`src/rtl/core/pat_mem.sv`:
```
module pat_mem #(
	parameter int WIDTH = 8,
	parameter int DEPTH = 2,
	parameter int AW    = 1
) (
	input  logic             clk,
	input  logic             wr_en,
	input  logic [AW-1:0]    wr_addr,
	input  logic [WIDTH-1:0] wr_data,
	input  logic             rd_en,
	input  logic [AW-1:0]    rd_addr,
	output logic [WIDTH-1:0] rd_data
);

	logic [WIDTH-1:0] mem [DEPTH];

	always_ff @(posedge clk) begin
		if (wr_en) begin
			mem[wr_addr] <= wr_data;
		end
	end

	always_ff @(posedge clk) begin
		if (rd_en) begin
			rd_data <= mem[rd_addr];
		end
	end

endmodule

```
`config.mk`:
```
export PLATFORM = sky130hd
export DESIGN_NAME = pat_mem
export DESIGN_NICKNAME = d
export VERILOG_FILES = /design/src/rtl/core/pat_mem.sv
export SDC_FILE = /design/constraint.sdc
export NUM_CORES = 1
export LEC_CHECK = 0
export ABC_AREA = 1
export ABC_CLOCK_PERIOD_IN_PS = 2180
export BUFFER_PORTS_ARGS = -buffer_cell sky130_fd_sc_hd__buf_2
export CAP_MARGIN = 20
export CORE_AREA = 2 2 40 49
export CTS_CLUSTER_SIZE = 40
export DETAILED_ROUTE_END_ITERATION = 12
export DIE_AREA = 0 0 42 51
export PLACE_DENSITY = 0.78
export SLEW_MARGIN = 20
export SYNTH_ARGS = -nofsm -noshare
export SYNTH_HDL_FRONTEND = slang
export SYNTH_SLANG_ARGS = --single-unit
```
`constraint.sdc`:
```
create_clock -name clk -period 2.18 [get_ports clk]
set_clock_uncertainty 0.1 [all_clocks]
set_input_delay 0.436 -clock clk [delete_from_list [all_inputs] [get_ports clk]]
set_output_delay 0.436 -clock clk [all_outputs]
set_load 0.005 [all_outputs]
```
==> qor.csv <==
stage,metric,value,unit
outcome,status,completed,
layout,mostFrequentLayoutCells,"nand2_1, edfxtp_1, buf_2, clkbuf_4, inv_1",
sta,final_hold_viol_count,0,
placement,dp_hpwl,760.8,um
pwr,leakage,0.4164,nW
layout,final_nets,91,
routing,met2_length,531,um
worst_setup_path,crit_slowest_cell,edfxtp_1,
routing,wire_per_inst,9.823,um
worst_setup_path,arrival,800,ps
floorplan,rows,17,
clocking,hold_buffers,0,
global_routing,grt_max_degree,14,
floorplan,coreArea,0.001723,mm^2
floorplan,ios,21,
min_path,hold_path.class,in -> reg,
routing,highest_layer,met4,
layout,insertedDiodeCount,0,
clocking,cts_setup_buffers,0,
sta,fin_crit,1337,ps
yosys,ys_seq_elements,24,
sta,max_freq,748.0,MHz
sta,setup_viol,0,
routing,met3_length,64,um
clocking,clockBufferDepth,2,
yosys,synth_area,840.8,um^2
pwr,power_density,797.9,mW/mm^2
routing,dr.pass1.iters,3,
placement,numPortBuffers,20,
global_routing,grt_overflow_total,0,
floorplan,initial_core_util,48.80,%
clocking,clk_latency,290,ps
layout,stdcell_area,979.7,um^2
layout,drive_gt1_share,31.17,%
worst_setup_path,crit_family,flip-flops,
yosys,synth_area_per_cell,15.57,um^2
clocking,cts_buffers,3,
routing,via_count,448,
yosys,yosysWarningCount,0,
clocking,cts_tree,done,
worst_setup_path,cp_max_fo,1,
placement,postPlaceCellArea,953.4,um^2
routing,routed_via_density,4.667,
sta,slew_viol_final,0,
floorplan,die_area,0.002142,mm^2
worst_setup_path,critical_path_class,reg -> out,
run,cap_viol_max_count,0,
worst_setup_path,path_buf_inv,1,
floorplan,die_w,42,um
floorplan,die_h,51,um
global_routing,antenna_found_initial,0,
worst_setup_path,cpPeakStageDelay,370,ps
global_routing,grt_pass1_wl,1587,um
clocking,cts_resized,0,
clocking,clk_pin_slew,120,ps
yosys,syn_nets,67,
routing,ant_nets,0,
layout,layout_commonest_cell,nand2_1,
clocking,htree_levels,1,
worst_setup_path,cp.required,1640,ps
routing,drc,0,
sta,maxSlewHeadroom,59.15,%
clocking,clock-root-buffer,clkbuf_4,
clocking,cts.sinks,24,
yosys,synthCells,54,
global_routing,groute.usage.overall,10.02,%
placement,gp_congestion,0.6226,
yosys,synth_cell_types,6,
sta,tightest_slew,610.5,ps
routing,wirelength,943,um
routing,wl_met1,335,um
routing,drt_iter0_drc,6,
yosys,ys_seq_area_share,85.71,%
sta,finalSetupTns,0,ps
worst_setup_path,crit_path_start_kind,flop,
layout,syn_to_final_growth,16.52,%
sta,post-route-period-util,61.33,%
sta,grt_setup_unrepaired,false,
layout,post-route-util,56.86,%
worst_setup_path,end_kind,output pin,
global_routing,grt_pass1_vias,384,
worst_setup_path,path_cells,buf_2,
pwr,ir_drop,510.0,uV
==> state kept, by name (all words and copies together) (netlist names) <==
signal	cells
mem	16
rd_data	8
==> cell usage after synthesis, drive strengths merged <==
library cell,count,area [um^2]
nor2,1,3.750
buf,1,11.26
inv,3,11.26
nand2,25,93.84
edfxtp,24,720.7
==> cell families (layout without fill, tap and decap cells) <==
group | count (synthesis) | count (layout) | synth area share, %
flip-flops | 24 | 24 | 85.71
buffers and inverters | 4 | 27 | 2.678
AND/OR/NAND/NOR | 26 | 26 | 11.61
==> metrics by stage <==
step	hold slack [ps]	instances	power [W]	worst slack, ps
2_1_floorplan	387.4	54	0.0005841	884.1
3_3_place_gp	397.2	92	0.0006082	707.3
3_5_place_dp	401.8	92	0.0006115	681.3
4_1_cts	213.0	96	0.0007875	828.3
5_1_grt	194.9	96	0.0008214	779.3
6_report	218.8	96	0.0007817	843.1
==> where the power goes <==
part | total (W) | internal, W | leakage, nW | switching, W
registers | 0.000551 | 0.000544 | 0.230 | 0.00000688
logic | 0.0000482 | 0.0000208 | 0.171 | 0.0000275
clock network | 0.000183 | 0.0000666 | 0.0154 | 0.000116
total | 0.000782 | 0.000631 | 0.416 | 0.000150
==> per-layer routing <==
| metal | up-vias | GRT usage (%) |
|---|---|---|
| li1 | 229 | - |
| met5 | - | 0 |
| met3 | 2 | 3.534 |
| met2 | 13 | 18.23 |
| met1 | 204 | 10.76 |
| met4 | 0 | 3.226 |
==> area by class of cell <==
class	instances	area, um^2
clock buffers	3	22.52
inverters	3	11.26
fillers	156	743.2
repair buffers	20	100.1
clock inverters	1	3.754
flip-flops and latches	24	720.7
multi-input cells	26	97.59
well taps	19	23.77
==> worst paths after layout <==
kind	from	endpoint	slack (ps)	cells past startpoint
hold reg to reg	mem[0][7]$_DFFE_PP_	rd_data[7]$_DFFE_PP_	420	2
hold / removal	wr_data[7]	mem[1][7]$_DFFE_PP_	220	1
setup reg to reg	mem[1][5]$_DFFE_PP_	rd_data[5]$_DFFE_PP_	1340	2
setup / recovery	rd_data[2]$_DFFE_PP_	rd_data[2]	840	1
(Power assumes the default switching activity.)
