--- config.mk ---
export PLATFORM = sky130hd
export DESIGN_NAME = pat_decide
export DESIGN_NICKNAME = d
export VERILOG_FILES = /design/src/rtl/core/pat_pkg.sv /design/src/rtl/core/pat_decide.sv
export SDC_FILE = /design/constraint.sdc
export NUM_CORES = 1
export LEC_CHECK = 0
export ABC_CLOCK_PERIOD_IN_PS = 11000
export BUFFER_PORTS_ARGS = -buffer_cell sky130_fd_sc_hd__buf_2
export CORE_AREA = 2 2 264 266
export DETAILED_ROUTE_END_ITERATION = 7
export DIE_AREA = 0 0 266 268
export PLACE_DENSITY = 0.42
export SLEW_MARGIN = 20
export SYNTH_ARGS = -nofsm -noshare
export SYNTH_HDL_FRONTEND = slang
export SYNTH_SLANG_ARGS = --single-unit
--- constraint.sdc ---
create_clock -name vclk -period 11
set_input_delay 0.55 -clock vclk [all_inputs]
set_output_delay 0.55 -clock vclk [all_outputs]
set_load 0.03 [all_outputs]
--- src/rtl/core/pat_pkg.sv ---
package pat_pkg;

	localparam int SLOTS_DEF       = 256;
	localparam int BALLOT_BITS_DEF = 32;
	localparam int VALUE_BITS_DEF  = 64;

	// Number of codes the slot field can carry
	localparam int SLOT_CODES = 256;

	typedef enum logic [1:0] {
		MODE_PREPARE = 2'd0,
		MODE_ACCEPT  = 2'd1,
		MODE_GET     = 2'd2,
		MODE_BALANCE = 2'd3
	} mode_t;

	typedef enum logic [1:0] {
		ST_OK   = 2'd0,
		ST_FAIL = 2'd1,
		ST_NONE = 2'd2
	} status_t;

	typedef struct packed {
		mode_t       mode;
		logic [7:0]  slot;
		logic        key_owned;
		logic [15:0] sender;
		logic [31:0] ballot;
		logic [31:0] instance_req;
		logic [31:0] accepted_ballot;
		logic [63:0] payload;
	} req_t;

	typedef struct packed {
		status_t     status;
		logic [31:0] reply_ballot;
		logic [31:0] reply_instance;
		logic [63:0] reply_value;
	} rsp_t;

endpackage

--- src/rtl/core/pat_decide.sv ---
module pat_decide import pat_pkg::*; #(
	parameter int BALLOT_BITS = BALLOT_BITS_DEF,
	parameter int VALUE_BITS  = VALUE_BITS_DEF,
	parameter int ENTRY_BITS  = 3 * BALLOT_BITS + 17 + VALUE_BITS
) (
	input  req_t                  item,
	input  logic                  hit,
	input  logic [ENTRY_BITS-1:0] old_entry,
	output logic                  wr,
	output logic [ENTRY_BITS-1:0] new_entry,
	output rsp_t                  reply
);

	typedef struct packed {
		logic [BALLOT_BITS-1:0] pb;
		logic [BALLOT_BITS-1:0] ab;
		logic [BALLOT_BITS-1:0] ai;
		logic [15:0]            ls;
		logic                   lsv;
		logic [VALUE_BITS-1:0]  av;
	} entry_t;

	entry_t                 e;
	entry_t                 ne;
	logic [BALLOT_BITS-1:0] n;
	logic [BALLOT_BITS-1:0] i;
	logic [BALLOT_BITS-1:0] na;
	logic [BALLOT_BITS-1:0] ai_kept;
	logic [VALUE_BITS-1:0]  val;
	logic                   same;

	assign e         = entry_t'(old_entry);
	assign n         = BALLOT_BITS'(item.ballot);
	assign i         = BALLOT_BITS'(item.instance_req);
	assign na        = BALLOT_BITS'(item.accepted_ballot);
	assign val       = VALUE_BITS'(item.payload);
	assign same      = e.lsv && (e.ls == item.sender);
	// a change of sender drops the accepted instance
	assign ai_kept   = same ? e.ai : '0;
	assign new_entry = ENTRY_BITS'(ne);

	always_comb begin
		ne                   = e;
		wr                   = 1'b0;
		reply.status         = ST_NONE;
		reply.reply_ballot   = '0;
		reply.reply_instance = '0;
		reply.reply_value    = '0;
		case (item.mode)
			MODE_GET: begin
				if (!hit || e.ab == '0) begin
					reply.status = ST_FAIL;
				end else begin
					reply.status         = ST_OK;
					reply.reply_ballot   = 32'(e.ab);
					reply.reply_instance = 32'(e.ai);
					reply.reply_value    = 64'(e.av);
				end
			end
			MODE_BALANCE: begin
				if (item.key_owned &&
				    (!hit || n > e.pb || (n == e.pb && i > e.ai))) begin
					wr     = 1'b1;
					ne.pb  = n;
					ne.ab  = na;
					ne.ai  = i;
					ne.ls  = '0;
					ne.lsv = 1'b0;
					ne.av  = val;
				end
			end
			MODE_PREPARE: begin
				if (hit || item.key_owned) begin
					wr = 1'b1;
					if (n > e.pb) begin
						ne.pb                = n;
						reply.status         = ST_OK;
						reply.reply_ballot   = 32'(n);
						reply.reply_instance = 32'(ai_kept);
					end else begin
						reply.status       = ST_FAIL;
						reply.reply_ballot = 32'(e.pb);
					end
				end
			end
			MODE_ACCEPT: begin
				if (hit || item.key_owned) begin
					wr                 = 1'b1;
					reply.status       = ST_FAIL;
					reply.reply_ballot = 32'(e.pb);
					reply.reply_instance = 32'(e.ai);
					if (n >= e.pb) begin
						if (i > ai_kept) begin
							ne.pb  = n;
							ne.ab  = n;
							ne.ai  = i;
							ne.av  = val;
							ne.ls  = item.sender;
							ne.lsv = 1'b1;
							reply.status         = ST_OK;
							reply.reply_ballot   = 32'(n);
							reply.reply_instance = 32'(i);
						end else begin
							ne.ai                = ai_kept;
							reply.reply_instance = 32'(ai_kept);
						end
					end
				end
			end
			default: begin
			end
		endcase
	end

endmodule

==> impl_metrics.env <==
export IMPL_wirelength_um=48300
export IMPL_drive_above_1_share_pct=46.4
export IMPL_nClkBuffers=0
export IMPL_first_pass_iters=5
export IMPL_drtAntennaViolNets=0
export IMPL_grt_antenna_before_repair=6
export IMPL_post_dp_cell_area_um2=11200
export IMPL_p_comb_share_pct=100.0
export IMPL_rsz0062_at_grt="no"
export IMPL_place_congestion=0.885
export IMPL_power_density_nw_per_um2=58.9
export IMPL_final_util_pct=16.4
export IMPL_tns_ns=0
export IMPL_cts_resized=0
export IMPL_place_port_buffers=665
export IMPL_cts_setup_buffers=0
export IMPL_fmax_mhz=143
export IMPL_die_h_um=268
export IMPL_overflow=0
export IMPL_synth_seq_area_share_pct=0
export IMPL_synth_nets=1435
export IMPL_final_nets=2044
export IMPL_syn_inst=974
export IMPL_ir_worst_vdd_mv=0.0325
export IMPL_synth_xor_area_share_pct=2.03
export IMPL_io_pins=673
export IMPL_dp_hpwl_um=41100
export IMPL_drcViolationCount=0
export IMPL_maxCapViolCount=0
export IMPL_die_w_um=266
export IMPL_drt_iter0_drc=467
export IMPL_min_period_ns=6.98
export IMPL_register_area_um2=0
export IMPL_hold_slack_ns=1.46
export IMPL_post_route_period_util_pct=63.4
export IMPL_worst_path_largest_cell_delay_ns=0.83
export IMPL_die_area_um2=71300
export IMPL_coreArea_um2=68200
export IMPL_status="finished, final reports clean"
export IMPL_synth_top_family_by_area="compound AO/OA/AOI/OAI gates"
export IMPL_maxSlewHeadroom_pct=32.1
export IMPL_synthSimpleGateAreaFrac_pct=27.1
export IMPL_power_leakage_nw=5.86
export IMPL_start_util_pct=10.1
export IMPL_drv_slew=0
export IMPL_clkPwrFrac_pct=0
export IMPL_cp_startpoint="item[173]"
export IMPL_grt_first_pass_wirelength_um=65900
export IMPL_first_global_vias=9703
export IMPL_setup_viol=0
export IMPL_rows=96
export IMPL_muxShareOfSynthArea_pct=15.1
export IMPL_design_area_um2=11200
export IMPL_synthAdderAreaFrac_pct=17.4
export IMPL_worst_ep_arrival_time_ns=6.43
export IMPL_internal_power_mw=0.217
export IMPL_crit_family="compound AO/OA/AOI/OAI gates"
export IMPL_p_sw_mw=0.441
export IMPL_hp_class="in -> out"
export IMPL_seqPwrFrac_pct=0
export IMPL_p_sw_share_pct=67.0
export IMPL_seq_cell_count=0
export IMPL_syn_to_final_growth_pct=62.0
export IMPL_yosysUniqueCellTypes=54
export IMPL_crit_path_start_kind="primary input"
export IMPL_track_usage_pct=12.2
export IMPL_holdBufCountCts=0
export IMPL_vias_per_cell=4.10
export IMPL_cp_max_fo=49
export IMPL_cpMaxStageDelayCell="a31o_4"
export IMPL_avgSynthCellArea_um2=7.09
export IMPL_critPathBufInv=4
export IMPL_wl_per_cell_um=19.6
export IMPL_synth_compound_area_share_pct=27.6
export IMPL_synthesis_area_um2=6910
export IMPL_min_delay_start="item[58]"
export IMPL_yosysWarnings=0
export IMPL_hold_violations=0
export IMPL_cp_cell_sequence="buf_2, xnor2_1, nand4_1, nor4b_1, and4_1, buf_4, nand2_1, ha_1, nor2b_1, o21a_1, o21ai_0, a2111oi_0, o21ai_1, a21oi_1, a31o_4, buf_4, mux2_1, buf_2"
export IMPL_crit_required_ns=10.45
export IMPL_path_class="in -> out"
export IMPL_grt_max_degree=79
export IMPL_worst_pin_slew_ns=1.01
export IMPL_worstSetupEndpointType="output pin"
export IMPL_num_vias=10100
[power groups by stage]
stage / registers [mW] / clock network [mW] / logic (mW)
finish: 0 / 0.0000000365 / 0.659
global route: 0 / 0.0000000365 / 0.701
CTS: 0 / 0 / 0.661
detailed placement: 0 / 0 / 0.659
global placement: 0 / 0 / 0.662
floorplan: 0 / 0 / 0.397
[worst min-delay path: stages]
cell and delay [ns]:
buf_2 0.07, mux2_1 0.11, buf_2 0.18
[final cells by class]
class	instances	area, µm²
fillers	7904	57000
inverters	108	405
well taps	882	1100
multi-input cells	792	6220
repair buffers	681	3450
diodes	3	7.51
[logic make-up (layout without fill, tap and decap cells)]
family | after synthesis | after routing
other | 0 | 3
AO/OA/AOI/OAI | 238 | 238
adder cells (fa/ha/maj) | 96 | 96
multiplexers | 97 | 97
buffers and inverters | 182 | 789
XOR/XNOR | 16 | 16
AND/OR/NAND/NOR | 345 | 345
[layout by cell type, fill, tap and decap left out, drive strengths merged, types with 4 or more instances in the layout]
master | synthesis | final
a22o | 80 | 80
nor2b | 5 | 5
inv | 108 | 108
mux2 | 56 | 56
a21o | 9 | 9
o311ai | 31 | 31
xnor2 | 13 | 13
o211ai | 4 | 4
ha | 96 | 96
nand2 | 123 | 123
a211oi | 4 | 4
buf | 20 | 681
a31oi | 4 | 4
a221o | 32 | 32
nor2 | 12 | 12
a21oi | 41 | 41
nor4 | 15 | 15
and2 | 99 | 99
o21ai | 17 | 17
mux2i | 41 | 41
nand4 | 63 | 63
nand3 | 12 | 12
[synth_stat cells, drive strengths merged, types with 12 or more instances]
library cell / n / share of area (%)
a21oi: 41 / 3.1
a221o: 32 / 4.6
a22o: 80 / 10
and2: 99 / 9.0
buf: 20 / 2.0
clkbuf: 54 / 2.9
ha: 96 / 17
inv: 108 / 5.9
mux2: 56 / 9.1
mux2i: 41 / 5.9
nand2: 123 / 6.7
nand3: 12 / 0.87
nand4: 63 / 5.8
nor2: 12 / 0.65
nor4: 15 / 2.0
o21ai: 17 / 1.2
o311ai: 31 / 3.9
xnor2: 13 / 1.6
[worst paths after layout]
check / end / slack (ns) / depth (start not counted)
setup / recovery: new_entry[20] / 4.02 / 18
hold / removal: new_entry[58] / 1.46 / 3
[per-stage QoR]
step / setup slack [ns] / power (mW) / cells
after floorplan: 5.67 / 0.397 / 974
after global routing: 3.52 / 0.701 / 2466
final: 4.02 / 0.659 / 2466
after CTS: 3.83 / 0.661 / 2463
after global placement: 3.81 / 0.662 / 2463
after detailed placement: 3.88 / 0.659 / 2463
[metal layers]
metal | up-vias | global-route usage, % | routed length, µm
met5 | - | 0 | 27
met3 | 47 | 1.59 | 2790
li1 | 4843 | - | -
met4 | 4 | 2.70 | 1120
met1 | 4758 | 15.5 | 20700
met2 | 465 | 22.0 | 23600
Note: power is estimated with default switching activity, not from simulation.
